## src/sv/rotation_matrix_to_quaternion_assert.svh

```systemverilog
// Assertion macros shared by the quaternion converter.
// Each macro expects clk and rst_n to be in scope.
`ifndef ROTATION_MATRIX_TO_QUATERNION_ASSERT_SVH
`define ROTATION_MATRIX_TO_QUATERNION_ASSERT_SVH

// Same-cycle implication
`define RMQ_ASSERT_IMPL(lbl, ante, cons, msg) \
  lbl: assert property (@(posedge clk) disable iff (!rst_n) (ante) |-> (cons)) \
    else $error(msg);

// Implication after a fixed number of cycles
`define RMQ_ASSERT_LAT(lbl, ante, dly, cons, msg) \
  lbl: assert property (@(posedge clk) disable iff (!rst_n) (ante) |-> ##dly (cons)) \
    else $error(msg);

`endif

```

## src/sv/rmq_pkg.sv

```systemverilog
package rmq_pkg;

  // Element and result formats
  localparam int ELEM_WIDTH = 16;
  localparam int OUT_WIDTH  = 16;
  localparam int OUT_FRAC   = 14;
  localparam int VEC_WIDTH  = ELEM_WIDTH + 2;
  localparam int MAG_WIDTH  = VEC_WIDTH;

  // Normalization and root/divide datapath
  localparam int NORM_WIDTH = 30;
  localparam int SQ_WIDTH   = 2 * NORM_WIDTH + 2;
  localparam int ROOT_WIDTH = SQ_WIDTH / 2;
  localparam int ISQ_STAGES = ROOT_WIDTH;
  localparam int QUO_WIDTH  = OUT_FRAC + 1;
  localparam int NUM_WIDTH  = NORM_WIDTH + OUT_FRAC + 1;
  localparam int DIV_STAGES = QUO_WIDTH + 1;

  typedef enum logic [1:0] {
    CASE_TRACE = 2'd0,
    CASE_X     = 2'd1,
    CASE_Y     = 2'd2,
    CASE_Z     = 2'd3
  } case_t;

  typedef struct packed {
    logic signed [ELEM_WIDTH-1:0] elem_r1c1;
    logic signed [ELEM_WIDTH-1:0] elem_r1c2;
    logic signed [ELEM_WIDTH-1:0] elem_r1c3;
    logic signed [ELEM_WIDTH-1:0] elem_r2c1;
    logic signed [ELEM_WIDTH-1:0] elem_r2c2;
    logic signed [ELEM_WIDTH-1:0] elem_r2c3;
    logic signed [ELEM_WIDTH-1:0] elem_r3c1;
    logic signed [ELEM_WIDTH-1:0] elem_r3c2;
    logic signed [ELEM_WIDTH-1:0] elem_r3c3;
  } rmq_req_t;

  typedef struct packed {
    logic signed [OUT_WIDTH-1:0] quat_w;
    logic signed [OUT_WIDTH-1:0] quat_x;
    logic signed [OUT_WIDTH-1:0] quat_y;
    logic signed [OUT_WIDTH-1:0] quat_z;
    logic [1:0]                  case_used;
    logic                        bad_input;
  } rmq_resp_t;

endpackage

```

## src/sv/rmq_div.sv

```systemverilog
module rmq_div
  import rmq_pkg::*;
(
  input  logic                  clk,
  input  logic                  rst_n,
  input  logic                  in_valid,
  input  logic [NORM_WIDTH-1:0] in_mag,
  input  logic [ROOT_WIDTH-1:0] in_len,
  output logic                  out_valid,
  output logic [QUO_WIDTH-1:0]  out_quo
);

  localparam int RW = ROOT_WIDTH + 1;

  logic                  vld_r [DIV_STAGES];
  logic [NUM_WIDTH-1:0]  num_r [DIV_STAGES];
  logic [ROOT_WIDTH-1:0] len_r [DIV_STAGES];
  logic [RW-1:0]         rem_r [DIV_STAGES];
  logic [QUO_WIDTH-1:0]  quo_r [DIV_STAGES];

  logic [NUM_WIDTH-1:0]  num_nxt;

  // Rounded numerator: mag * 2^14 + len / 2
  assign num_nxt = {in_mag, {OUT_FRAC{1'b0}}, 1'b0} >> 1;

  always_ff @(posedge clk) begin
    if (!rst_n) begin
      vld_r[0] <= 1'b0;
    end else begin
      vld_r[0] <= in_valid;
    end
  end

  // Quotient fits in QUO_WIDTH bits, so the high part starts below len
  always_ff @(posedge clk) begin
    num_r[0] <= num_nxt + NUM_WIDTH'(in_len >> 1);
    len_r[0] <= in_len;
    rem_r[0] <= '0;
    quo_r[0] <= '0;
  end

  // Restoring division, one quotient bit per stage
  for (genvar j = 1; j < DIV_STAGES; j++) begin : g_step
    logic [RW-1:0] rem_sh;
    logic [RW-1:0] rem_nxt;
    logic          bit_nxt;

    if (j == 1) begin : g_first
      assign rem_sh = {{(RW + QUO_WIDTH - NUM_WIDTH - 1){1'b0}},
                       num_r[0][NUM_WIDTH-1:QUO_WIDTH-1]};
    end else begin : g_next
      assign rem_sh = {rem_r[j-1][RW-2:0], num_r[j-1][QUO_WIDTH-j]};
    end

    always_comb begin
      if (rem_sh >= {1'b0, len_r[j-1]}) begin
        rem_nxt = rem_sh - {1'b0, len_r[j-1]};
        bit_nxt = 1'b1;
      end else begin
        rem_nxt = rem_sh;
        bit_nxt = 1'b0;
      end
    end

    always_ff @(posedge clk) begin
      if (!rst_n) begin
        vld_r[j] <= 1'b0;
      end else begin
        vld_r[j] <= vld_r[j-1];
      end
    end

    always_ff @(posedge clk) begin
      num_r[j] <= num_r[j-1];
      len_r[j] <= len_r[j-1];
      rem_r[j] <= rem_nxt;
      quo_r[j] <= {quo_r[j-1][QUO_WIDTH-2:0], bit_nxt};
    end
  end

  assign out_valid = vld_r[DIV_STAGES-1];
  assign out_quo   = quo_r[DIV_STAGES-1];

endmodule

```

## config.mk

```make
export PLATFORM = sky130hd
export DESIGN_NAME = rmq_div
export DESIGN_NICKNAME = d
export VERILOG_FILES = /design/src/sv/rotation_matrix_to_quaternion_assert.svh /design/src/sv/rmq_pkg.sv /design/src/sv/rmq_div.sv
export SDC_FILE = /design/constraint.sdc
export NUM_CORES = 2
export LEC_CHECK = 0
export BUFFER_PORTS_ARGS = -buffer_cell sky130_fd_sc_hd__buf_2
export CAP_MARGIN = 10
export CORE_ASPECT_RATIO = 0.6
export CORE_MARGIN = 4
export CORE_UTILIZATION = 25
export CTS_CLUSTER_SIZE = 28
export DETAILED_ROUTE_END_ITERATION = 16
export GPL_TIMING_DRIVEN = 0
export PLACE_DENSITY = 0.5
export RECOVER_POWER = 50
export SYNTH_ARGS = -nofsm -noshare
export SYNTH_HDL_FRONTEND = slang
export SYNTH_SLANG_ARGS = --single-unit
```

## constraint.sdc

```tcl
create_clock -name clk -period 3.7 [get_ports clk]
set_input_delay 0.555 -clock clk [delete_from_list [all_inputs] [get_ports clk]]
set_output_delay 0.555 -clock clk [all_outputs]
set_load 0.05 [all_outputs]
```

==> flow_summary.json <==
{
  "numClockSinks": 1066,
  "relSlewSlack": 0.3573,
  "hpwlAfterDp_mm": 115.4,
  "worstReg2RegStart": "len_r[1][7]",
  "ys_warn_count": 0,
  "numCtsBuffers": 113,
  "core-area_um2": 202900,
  "power_density_nw_per_um2": 993.4,
  "grt_antenna_before_repair": 3,
  "cts_tree": "yes",
  "final_common_cell": "dfxtp_1",
  "r2r_setup_slack_ps": -80,
  "design_area_um2": 61000,
  "post_drt_wl_per_cell_um": 16.76,
  "ctsRootBufferMaster": "clkbuf_16",
  "r2r_end": "rem_r[1][61]",
  "synth_cells": 5576,
  "die_w_um": 591.4,
  "synth.avg_cell_area_um2": 9.156,
  "crit_type": "reg -> reg",
  "endpoint_kind": "flop",
  "finalSetupViolations": 28,
  "dieArea_um2": 211800,
  "clock_tree.buffer_depth": 3,
  "cpLargestDelayFamily": "compound AO/OA/AOI/OAI gates",
  "fmax_mhz": 264.4,
  "worstHoldStart": "in_mag[16]",
  "arrival_ps": 4360,
  "rr_worst_depth": 15,
  "worst_slew_pin_slew_ps": 939.7,
  "clk_latency_ps": 740,
  "synth_edf_count": 0,
  "crit_top_cell": "o21ai_2",
  "crit_slowest_cell": "o311a_4",
  "ys.flop_type": "dfxtp_1",
  "hold_path.class": "in -> reg",
  "yosysSeqAreaShare": 0.4180,
  "clk_pin_slew_worst_paths_ps": 60,
  "dp_worst_setup_slack_ps": -1633,
  "final_util": 0.3006,
  "start_kind": "flop",
  "crit_buf_inv": 2,
  "hold_violations": 0,
  "layout_min_cycle_time_ps": 3782,
  "grt_pass1_vias": 37526,
  "slew_viol_final": 0,
  "nNetsFinal": 6428,
  "dpl_cell_area_um2": 54880,
  "ioPinCount": 80,
  "rsz0062_at_grt": "true",
  "status": "complete, but fails checks",
  "remaining_drc_errors": 0,
  "overflow": 0,
  "antenna_left": 0,
  "synth_top_family_by_area": "compound AO/OA/AOI/OAI gates",
  "vias": 39807,
  "htreeDepth": 3,
  "min_to": "num_r[0][30]",
  "max_cap_violations": 0,
  "syn_area_um2": 51060,
  "hold_slack_ps": 61.98,
  "core.rowCount": 128,
  "async_reset_ff_frac": 0,
  "crit_fanout": 7,
  "gp_congestion": 0.8954,
  "vdd_drop_max_mv": 0.4592,
  "synth_fa_ha_area_frac": 0.1238,
  "finalCritPeriodShare": 1.022,
  "grt_pass1_wl_mm": 224.2,
  "max_stage_delay_ps": 530,
  "synthXorXnorAreaFrac": 0.06862,
  "vias_per_cell": 4.580,
  "setup_ws_ps": -82.34,
  "start_util": 0.2516,
  "grt_max_degree": 17,
  "synthSimpleGateAreaFrac": 0.1185,
  "p_leak_nw": 27.57,
  "final_layout_size_suffix_gt1_frac": 0.1203,
  "worstPathCellList": "inv_4 > ha_4 > fa_2 > nand2b_4 > a211o_4 > a31oi_4 > o21ai_2 > o21ai_2 > o21ai_1 > nor2b_4 > o21ai_4 > a41oi_4 > o311a_4 > buf_12 > mux2_4",
  "drt-total-wl_mm": 145.7,
  "violations": "negative setup slack",
  "die_y_um": 358.0,
  "synth_compound_area_frac": 0.1833,
  "clock_skew_ps": 49.51,
  "holdPathStages": 2,
  "synth_mux_area_frac": 0.03495,
  "grt_usage": 0.1340,
  "total_power_mw": 60.59,
  "critPathRequiredTime_ps": 4280,
  "io_buffers": 79,
  "synth_seq_cells": 1066,
  "synthToLayoutAreaGrowth_pct": 19.47,
  "drtIter0Drc": 3468,
  "yosysUniqueCellTypes": 96,
  "dr.pass1.iters": 5,
  "synth_nets": 6136,
  "mostFrequentLayoutCells": "1063 x dfxtp_1, 559 x inv_1, 479 x ha_1"
}
synthesized netlist by cell type (92+ instances only):
cell      number  share of area
nand3_1       92         0.0090
xor2_1       177          0.030
o21ai_0      375          0.037
clkbuf_1      92         0.0068
nor2_1       303          0.022
dfxtp_1     1066           0.42
nand2_1      422          0.031
mux2_2       112          0.025
ha_1         481           0.12
xnor2_1      223          0.038
a21o_1       218          0.032
inv_1        564          0.041
a21oi_1      464          0.045
registers in the layout, indices dropped and copies added, names as in the netlist:
name   flops
vld_r     16
rem_r    434
quo_r    120
num_r     31
len_r    465
stage by stage:
step | TNS [ps] | std cells
floorplan | 0 | 5576
global placement | -295310 | 8385
detailed placement | -297280 | 8387
CTS | 0 | 8664
global route | -2285 | 8691
finish | -1056 | 8692
logic make-up after synthesis:
family                     after synthesis
and+or+nand+nor                       1271
buffers and inverters                  700
xor gates and xnor gates               400
DFF                                   1066
AOI/OAI and AO/OA                     1492
adders and majority gates              496
muxes                                  151
where the power goes:
part	leakage (nW)	total [mW]	switching, mW	internal [mW]
Combinational	16.6	31.5	18.3	13.2
Clock	1.97	12.2	4.95	7.25
Sequential	8.98	16.8	1.76	15.1
worst max-delay path by stage:
stage	startpoint	endpoint	slack (ps)	cells after the start
2_1_floorplan	len_r[1][7]	rem_r[1][36]	470	15
3_3_place_gp	len_r[0][105]	rem_r[0][128]	-1620	13
3_5_place_dp	len_r[0][105]	rem_r[0][137]	-1630	14
4_1_cts	num_r[0][14]	rem_r[0][55]	3	17
5_1_grt	len_r[1][7]	rem_r[1][61]	-120	15
6_report	len_r[1][7]	rem_r[1][61]	-80	15
metal layers:
metal,GRT usage,share of wire
met5,0,0
met4,0.02537,0.016
met3,0.03536,0.084
met2,0.1563,0.32
met1,0.2283,0.58
final cells by class:
class,instances,area (µm²)
fill,21297,141900
multi-input combinational,3810,27940
sequential,1066,21350
tap,2730,3416
clock buffer,158,3279
inverter,565,2132
timing repair buffer,181,1330
buffer,131,794.5
clock inverter,50,749.5
antenna,1,2.502
timing repair:
action,CTS,global route
pin swaps,20,39
endpoints found under the hold margin,35,0
cloned,0,1
gates resized for setup,156,169
setup buffers,37,29
endpoints found under the setup margin,447,409
hold buffers,35,0
No activity file was read; power rests on OpenSTA's default activity.
