## config.mk

```make
export PLATFORM = sky130hd
export DESIGN_NAME = rmq_isqrt
export DESIGN_NICKNAME = d
export VERILOG_FILES = /design/src/sv/rotation_matrix_to_quaternion_assert.svh /design/src/sv/rmq_pkg.sv /design/src/sv/rmq_isqrt.sv
export SDC_FILE = /design/constraint.sdc
export NUM_CORES = 2
export LEC_CHECK = 0
export BUFFER_PORTS_ARGS = -buffer_cell sky130_fd_sc_hd__buf_2
export CAP_MARGIN = 20
export CORE_UTILIZATION = 45
export CTS_BUF_LIST = sky130_fd_sc_hd__clkbuf_4
export DETAILED_ROUTE_END_ITERATION = 6
export GPL_TIMING_DRIVEN = 0
export PLACE_DENSITY = 0.64
export RECOVER_POWER = 100
export SLEW_MARGIN = 10
export SYNTH_ARGS = -nofsm -noshare
export SYNTH_HDL_FRONTEND = slang
export SYNTH_SLANG_ARGS = --single-unit
export TNS_END_PERCENT = 5
```

## constraint.sdc

```tcl
create_clock -name clk -period 4.4 [get_ports clk]
set_clock_uncertainty 0.05 [all_clocks]
set_input_delay 0.44 -clock clk [delete_from_list [all_inputs] [get_ports clk]]
set_output_delay 0.44 -clock clk [all_outputs]
set_load 0.05 [all_outputs]
```

## src/sv/rotation_matrix_to_quaternion_assert.svh

```systemverilog
// Assertion macros shared by the quaternion converter.
// Each macro expects clk and rst_n to be in scope.
`ifndef ROTATION_MATRIX_TO_QUATERNION_ASSERT_SVH
`define ROTATION_MATRIX_TO_QUATERNION_ASSERT_SVH

// Same-cycle implication
`define RMQ_ASSERT_IMPL(lbl, ante, cons, msg) \
  lbl: assert property (@(posedge clk) disable iff (!rst_n) (ante) |-> (cons)) \
    else $error(msg);

// Implication after a fixed number of cycles
`define RMQ_ASSERT_LAT(lbl, ante, dly, cons, msg) \
  lbl: assert property (@(posedge clk) disable iff (!rst_n) (ante) |-> ##dly (cons)) \
    else $error(msg);

`endif

```

## src/sv/rmq_pkg.sv

```systemverilog
package rmq_pkg;

  // Element and result formats
  localparam int ELEM_WIDTH = 16;
  localparam int OUT_WIDTH  = 16;
  localparam int OUT_FRAC   = 14;
  localparam int VEC_WIDTH  = ELEM_WIDTH + 2;
  localparam int MAG_WIDTH  = VEC_WIDTH;

  // Normalization and root/divide datapath
  localparam int NORM_WIDTH = 30;
  localparam int SQ_WIDTH   = 2 * NORM_WIDTH + 2;
  localparam int ROOT_WIDTH = SQ_WIDTH / 2;
  localparam int ISQ_STAGES = ROOT_WIDTH;
  localparam int QUO_WIDTH  = OUT_FRAC + 1;
  localparam int NUM_WIDTH  = NORM_WIDTH + OUT_FRAC + 1;
  localparam int DIV_STAGES = QUO_WIDTH + 1;

  typedef enum logic [1:0] {
    CASE_TRACE = 2'd0,
    CASE_X     = 2'd1,
    CASE_Y     = 2'd2,
    CASE_Z     = 2'd3
  } case_t;

  typedef struct packed {
    logic signed [ELEM_WIDTH-1:0] elem_r1c1;
    logic signed [ELEM_WIDTH-1:0] elem_r1c2;
    logic signed [ELEM_WIDTH-1:0] elem_r1c3;
    logic signed [ELEM_WIDTH-1:0] elem_r2c1;
    logic signed [ELEM_WIDTH-1:0] elem_r2c2;
    logic signed [ELEM_WIDTH-1:0] elem_r2c3;
    logic signed [ELEM_WIDTH-1:0] elem_r3c1;
    logic signed [ELEM_WIDTH-1:0] elem_r3c2;
    logic signed [ELEM_WIDTH-1:0] elem_r3c3;
  } rmq_req_t;

  typedef struct packed {
    logic signed [OUT_WIDTH-1:0] quat_w;
    logic signed [OUT_WIDTH-1:0] quat_x;
    logic signed [OUT_WIDTH-1:0] quat_y;
    logic signed [OUT_WIDTH-1:0] quat_z;
    logic [1:0]                  case_used;
    logic                        bad_input;
  } rmq_resp_t;

endpackage

```

## src/sv/rmq_isqrt.sv

```systemverilog
module rmq_isqrt
  import rmq_pkg::*;
(
  input  logic                  clk,
  input  logic                  rst_n,
  input  logic                  in_valid,
  input  logic [SQ_WIDTH-1:0]   in_rad,
  output logic                  out_valid,
  output logic [ROOT_WIDTH-1:0] out_root
);

  localparam int REM_W = ROOT_WIDTH + 2;

  logic                  vld_r  [ISQ_STAGES];
  logic [REM_W-1:0]      rem_r  [ISQ_STAGES];
  logic [ROOT_WIDTH-1:0] root_r [ISQ_STAGES];
  logic [SQ_WIDTH-1:0]   src_r  [ISQ_STAGES];

  logic                  vld_in  [ISQ_STAGES];
  logic [REM_W-1:0]      rem_in  [ISQ_STAGES];
  logic [ROOT_WIDTH-1:0] root_in [ISQ_STAGES];
  logic [SQ_WIDTH-1:0]   src_in  [ISQ_STAGES];

  logic [REM_W-1:0]      rem_nxt  [ISQ_STAGES];
  logic [ROOT_WIDTH-1:0] root_nxt [ISQ_STAGES];

  // One result bit per stage, two radicand bits consumed per stage
  for (genvar k = 0; k < ISQ_STAGES; k++) begin : g_stage
    logic [REM_W-1:0] rem_sh;
    logic [REM_W-1:0] trial;

    if (k == 0) begin : g_first
      assign vld_in[k]  = in_valid;
      assign rem_in[k]  = '0;
      assign root_in[k] = '0;
      assign src_in[k]  = in_rad;
    end else begin : g_next
      assign vld_in[k]  = vld_r[k-1];
      assign rem_in[k]  = rem_r[k-1];
      assign root_in[k] = root_r[k-1];
      assign src_in[k]  = src_r[k-1];
    end

    assign rem_sh = {rem_in[k][REM_W-3:0], src_in[k][SQ_WIDTH-1 -: 2]};
    assign trial  = {root_in[k], 2'b01};

    always_comb begin
      if (rem_sh >= trial) begin
        rem_nxt[k]  = rem_sh - trial;
        root_nxt[k] = {root_in[k][ROOT_WIDTH-2:0], 1'b1};
      end else begin
        rem_nxt[k]  = rem_sh;
        root_nxt[k] = {root_in[k][ROOT_WIDTH-2:0], 1'b0};
      end
    end

    always_ff @(posedge clk) begin
      if (!rst_n) begin
        vld_r[k] <= 1'b0;
      end else begin
        vld_r[k] <= vld_in[k];
      end
    end

    always_ff @(posedge clk) begin
      rem_r[k]  <= rem_nxt[k];
      root_r[k] <= root_nxt[k];
      src_r[k]  <= {src_in[k][SQ_WIDTH-3:0], 2'b00};
    end
  end

  assign out_valid = vld_r[ISQ_STAGES-1];
  assign out_root  = root_r[ISQ_STAGES-1];

endmodule

```

==> tab_implementation.tex <==
\begin{tabular}{lr}
\hline
Metric & Value \\
\hline
\multicolumn{2}{l}{\textbf{Finish}} \\
Cell area after layout & 97,200 um\^{}2 \\
Layout cells sized above 1 & 0.115 \\
Share of the core filled with cells & 0.518 \\
Signed area change from the synthesized netlist to the final layout & 14.1\% \\
Final cell count without fillers & 12,055 \\
Final-stage net count & 9,769 \\
\multicolumn{2}{l}{\textbf{Pwr}} \\
Sequential power share & 0.497 \\
Worst supply voltage drop on vdd & 0.362 mV \\
Fraction of power consumed by combinational cells & 0.185 \\
Proportion of total power due to net switching & 0.298 \\
Clock share of power & 0.318 \\
Power density of the placed cells & 566 nW/um\^{}2 \\
Total leakage power & 46.3 nW \\
Internal Pwr Total & 38.6 mW \\
Final Power & 55.0 mW \\
Switching power total & 16.4 mW \\
\multicolumn{2}{l}{\textbf{Logic synthesis}} \\
Ranking of synthesized cells by area & dfxtp\_1 55\%, ha\_1 7.8\%, xnor2\_1 3.8\% \\
Share of flip-flops with an asynchronous set or reset after synthesis & 0 \\
Sequential element share of the synthesized area & 0.551 \\
Synthesized netlist net count & 8,945 \\
Count leader, synth & dfxtp\_1 \\
Fraction of post-synthesis cell area in the top cell type by area & 0.551 \\
Number of synthesized flops with an enable pin & 0 \\
Synthesized instance count & 8,352 \\
Mean instance size in the synthesized netlist & 10.2 um\^{}2 \\
Leading register cell type out of synthesis & dfxtp\_1 \\
Largest area contributor in the netlist & dfxtp\_1 \\
Count of yosys warnings during synthesis & 0 \\
Count of state elements after synthesis & 2,344 \\
Top cells by instance count after synthesis & 2,344 x dfxtp\_1, 650 x inv\_1, 556 x nand2\_1, 547 x a21oi\_1, 528 x ha\_1 \\
Mapped Area & 85,200 um\^{}2 \\
Count of different cell masters after synthesis & 85 \\
\multicolumn{2}{l}{\textbf{Route}} \\
Total Routed Length & 189 mm \\
Via total after detailed routing & 60,668 \\
DR DRC count & 20 \\
Routed wire length per instance & 15.7 um \\
Mean number of vias per cell & 5.03 \\
First-pass detailed-route iteration total & 7 \\
Count of antenna-violating nets left after detailed routing & 0 \\
Initial DRC Count & 3,004 \\
\multicolumn{2}{l}{\textbf{Place}} \\
Placed Cells incl. Taps & 10,945 \\
Detailed placement HPWL & 142 mm \\
Number of buffers inserted by port buffering & 96 \\
Placed standard-cell area & 88,800 um\^{}2 \\
Gp weighted congestion & 0.902 \\
\multicolumn{2}{l}{\textbf{STA}} \\
Setup repair after global routing missed its margin & true \\
Final setup violation count & 0 \\
Worst-Margin Slew & 0.989 ns \\
Final clock period utilization by the worst path & 0.951 \\
Count of pins over their slew limit & 0 \\
Final Critical Period & 4.18 ns \\
Max Clk Rate & 239 MHz \\
Slew margin rel. & 0.332 \\
Number of hold violations in the final report & 0 \\
\multicolumn{2}{l}{\textbf{Floorplan}} \\
I/O pin cnt & 97 \\
Area enclosed by the die boundary & 191,000 um\^{}2 \\
Initial Utilization & 0.453 \\
Overall die height & 437 um \\
Standard cell core area & 188,000 um\^{}2 \\
Cell Rows & 159 \\
Horizontal extent of the die & 437 um \\
\multicolumn{2}{l}{\textbf{Global route}} \\
Initial antenna violation count & 4 \\
Congestion Overflow GR & 0 \\
Number of global-route vias before repair & 61,523 \\
Gr usage total & 0.196 \\
First-pass GRT wire length & 305 mm \\
Pin count of the biggest net entering global routing & 19 \\
\multicolumn{2}{l}{\textbf{CTS}} \\
Count of clock tree sinks & 2,344 \\
Clock-pin slew of the registers on the worst-case setup and hold paths & 0.06 ns \\
Number of levels the H-tree was split into & 6 \\
Post-CTS setup-driven buffer insertion count & 0 \\
CTS Buf Count & 595 \\
Buffer depth of the longest clock path & 4 \\
CTS tree & done \\
Root Buffer & clkbuf\_4 \\
Clock latency of the later-clocked register in the worst-skew pair & 1.33 ns \\
\multicolumn{2}{l}{\textbf{Critical path}} \\
Critical Path AT & 5.30 ns \\
Maximum fanout encountered on the critical timing path & 10 \\
Kind of start point of the critical path & register \\
Worst path required time & 5.52 ns \\
Kind of end point of the critical path & register \\
Crit Path Category & register to register \\
\multicolumn{2}{l}{\textbf{Status}} \\
Violated checks & DRC \\
Result of the run & complete, but fails checks \\
\multicolumn{2}{l}{\textbf{Flow run}} \\
Max-cap viol count & 0 \\
\multicolumn{2}{l}{\textbf{Worst hold path}} \\
Kind of path behind the tightest hold check & register to register \\
\hline
\end{tabular}
metrics by stage:
stage	hold WS (ns)	setup slack [ns]	TNS, ns
floorplan	0.260	1.22	0
global placement	0.260	-0.0951	-0.789
detailed placement	0.262	-0.128	-1.07
CTS	0.0245	0.0787	0
global route	0.0303	-0.0186	-0.0322
finish	0.206	0.215	0
area by class of cell:
class	count	area, um^2
inverters	655	2460
multi-input cells	5194	35200
well taps	2495	3120
flip-flops and latches	2344	46900
diodes	15	37.5
plain buffers	158	602
clock inverters	127	846
clock buffers	839	6300
repair buffers	228	1750
fillers	17283	90600
worst paths after layout:
path	from	end	slack, ns	cells past startpoint
setup / recovery	root_r[1][95]	rem_r[1][144]	0.22	12
hold / removal	src_r[0][466]	src_r[0][528]	0.21	0
hold reg to reg	src_r[0][466]	src_r[0][528]	0.21	0
setup reg to reg	root_r[1][95]	rem_r[1][144]	0.22	12
critical path: stages, from the launching register on:
cell and delay (ns):
dfxtp_1 0.33, inv_1 0.05, ha_1 0.36, and3_1 0.21, o21ai_0 0.14, nand3_1 0.22, a21oi_1 0.13, o31ai_1 0.58
a211o_1 0.21, clkbuf_1 0.47, clkbuf_1 0.60, clkbuf_1 0.48, a21oi_1 0.19
metal layers:
layer,part of all wire,GRT usage,up-vias
met5,0.000069,0,-
met4,0.033,0.0857,2
met3,0.043,0.0405,424
met2,0.49,0.344,1313
met1,0.43,0.229,28341
li1,-,-,30588
sequential cells by signal, indices dropped and copies added (netlist names):
register	count
rem_r	887
vld_r	31
src_r	930
root_r	496
kinds of logic after synthesis:
family / share of synthesized area
flip-flops: 0.551
AND/OR/NAND/NOR: 0.126
AO/OA/AOI/OAI: 0.123
buffers and inverters: 0.0360
XOR/XNOR: 0.0753
adder cells (fa/ha/maj): 0.0776
multiplexers: 0.0113
other: 0.0000440
cell usage in the layout, fill, tap and decap left out, types with 105 or more instances in the layout:
cell,n
o21a_1,105
nand2_1,556
nor3_1,206
o21ai_0,415
xor2_1,362
inv_1,651
nand3_1,130
ha_1,528
clkbuf_1,183
dlygate4sd3_1,130
a21oi_1,545
clkbuf_4,839
nor2_1,506
dfxtp_1,2344
a21o_1,231
xnor2_1,370
timing repair:
item | 4_1_cts | 5_1_grt
hold buffers | 130 | 0
hold endpoints to repair | 94 | 0
gates resized for setup | 1 | 10
endpoints found under the setup margin | 10 | 51
power by group through the flow:
stage                     Combinational (mW)  Sequential [mW]  Clock (mW)
after global routing                    11.3             27.7        19.5
after detailed placement                10.0             27.8           0
after floorplan                         7.72             26.8           0
after CTS                               10.2             27.3        18.3
after global placement                  9.87             27.7           0
final                                   10.2             27.3        17.5
Power figures use the tool's default switching activity.
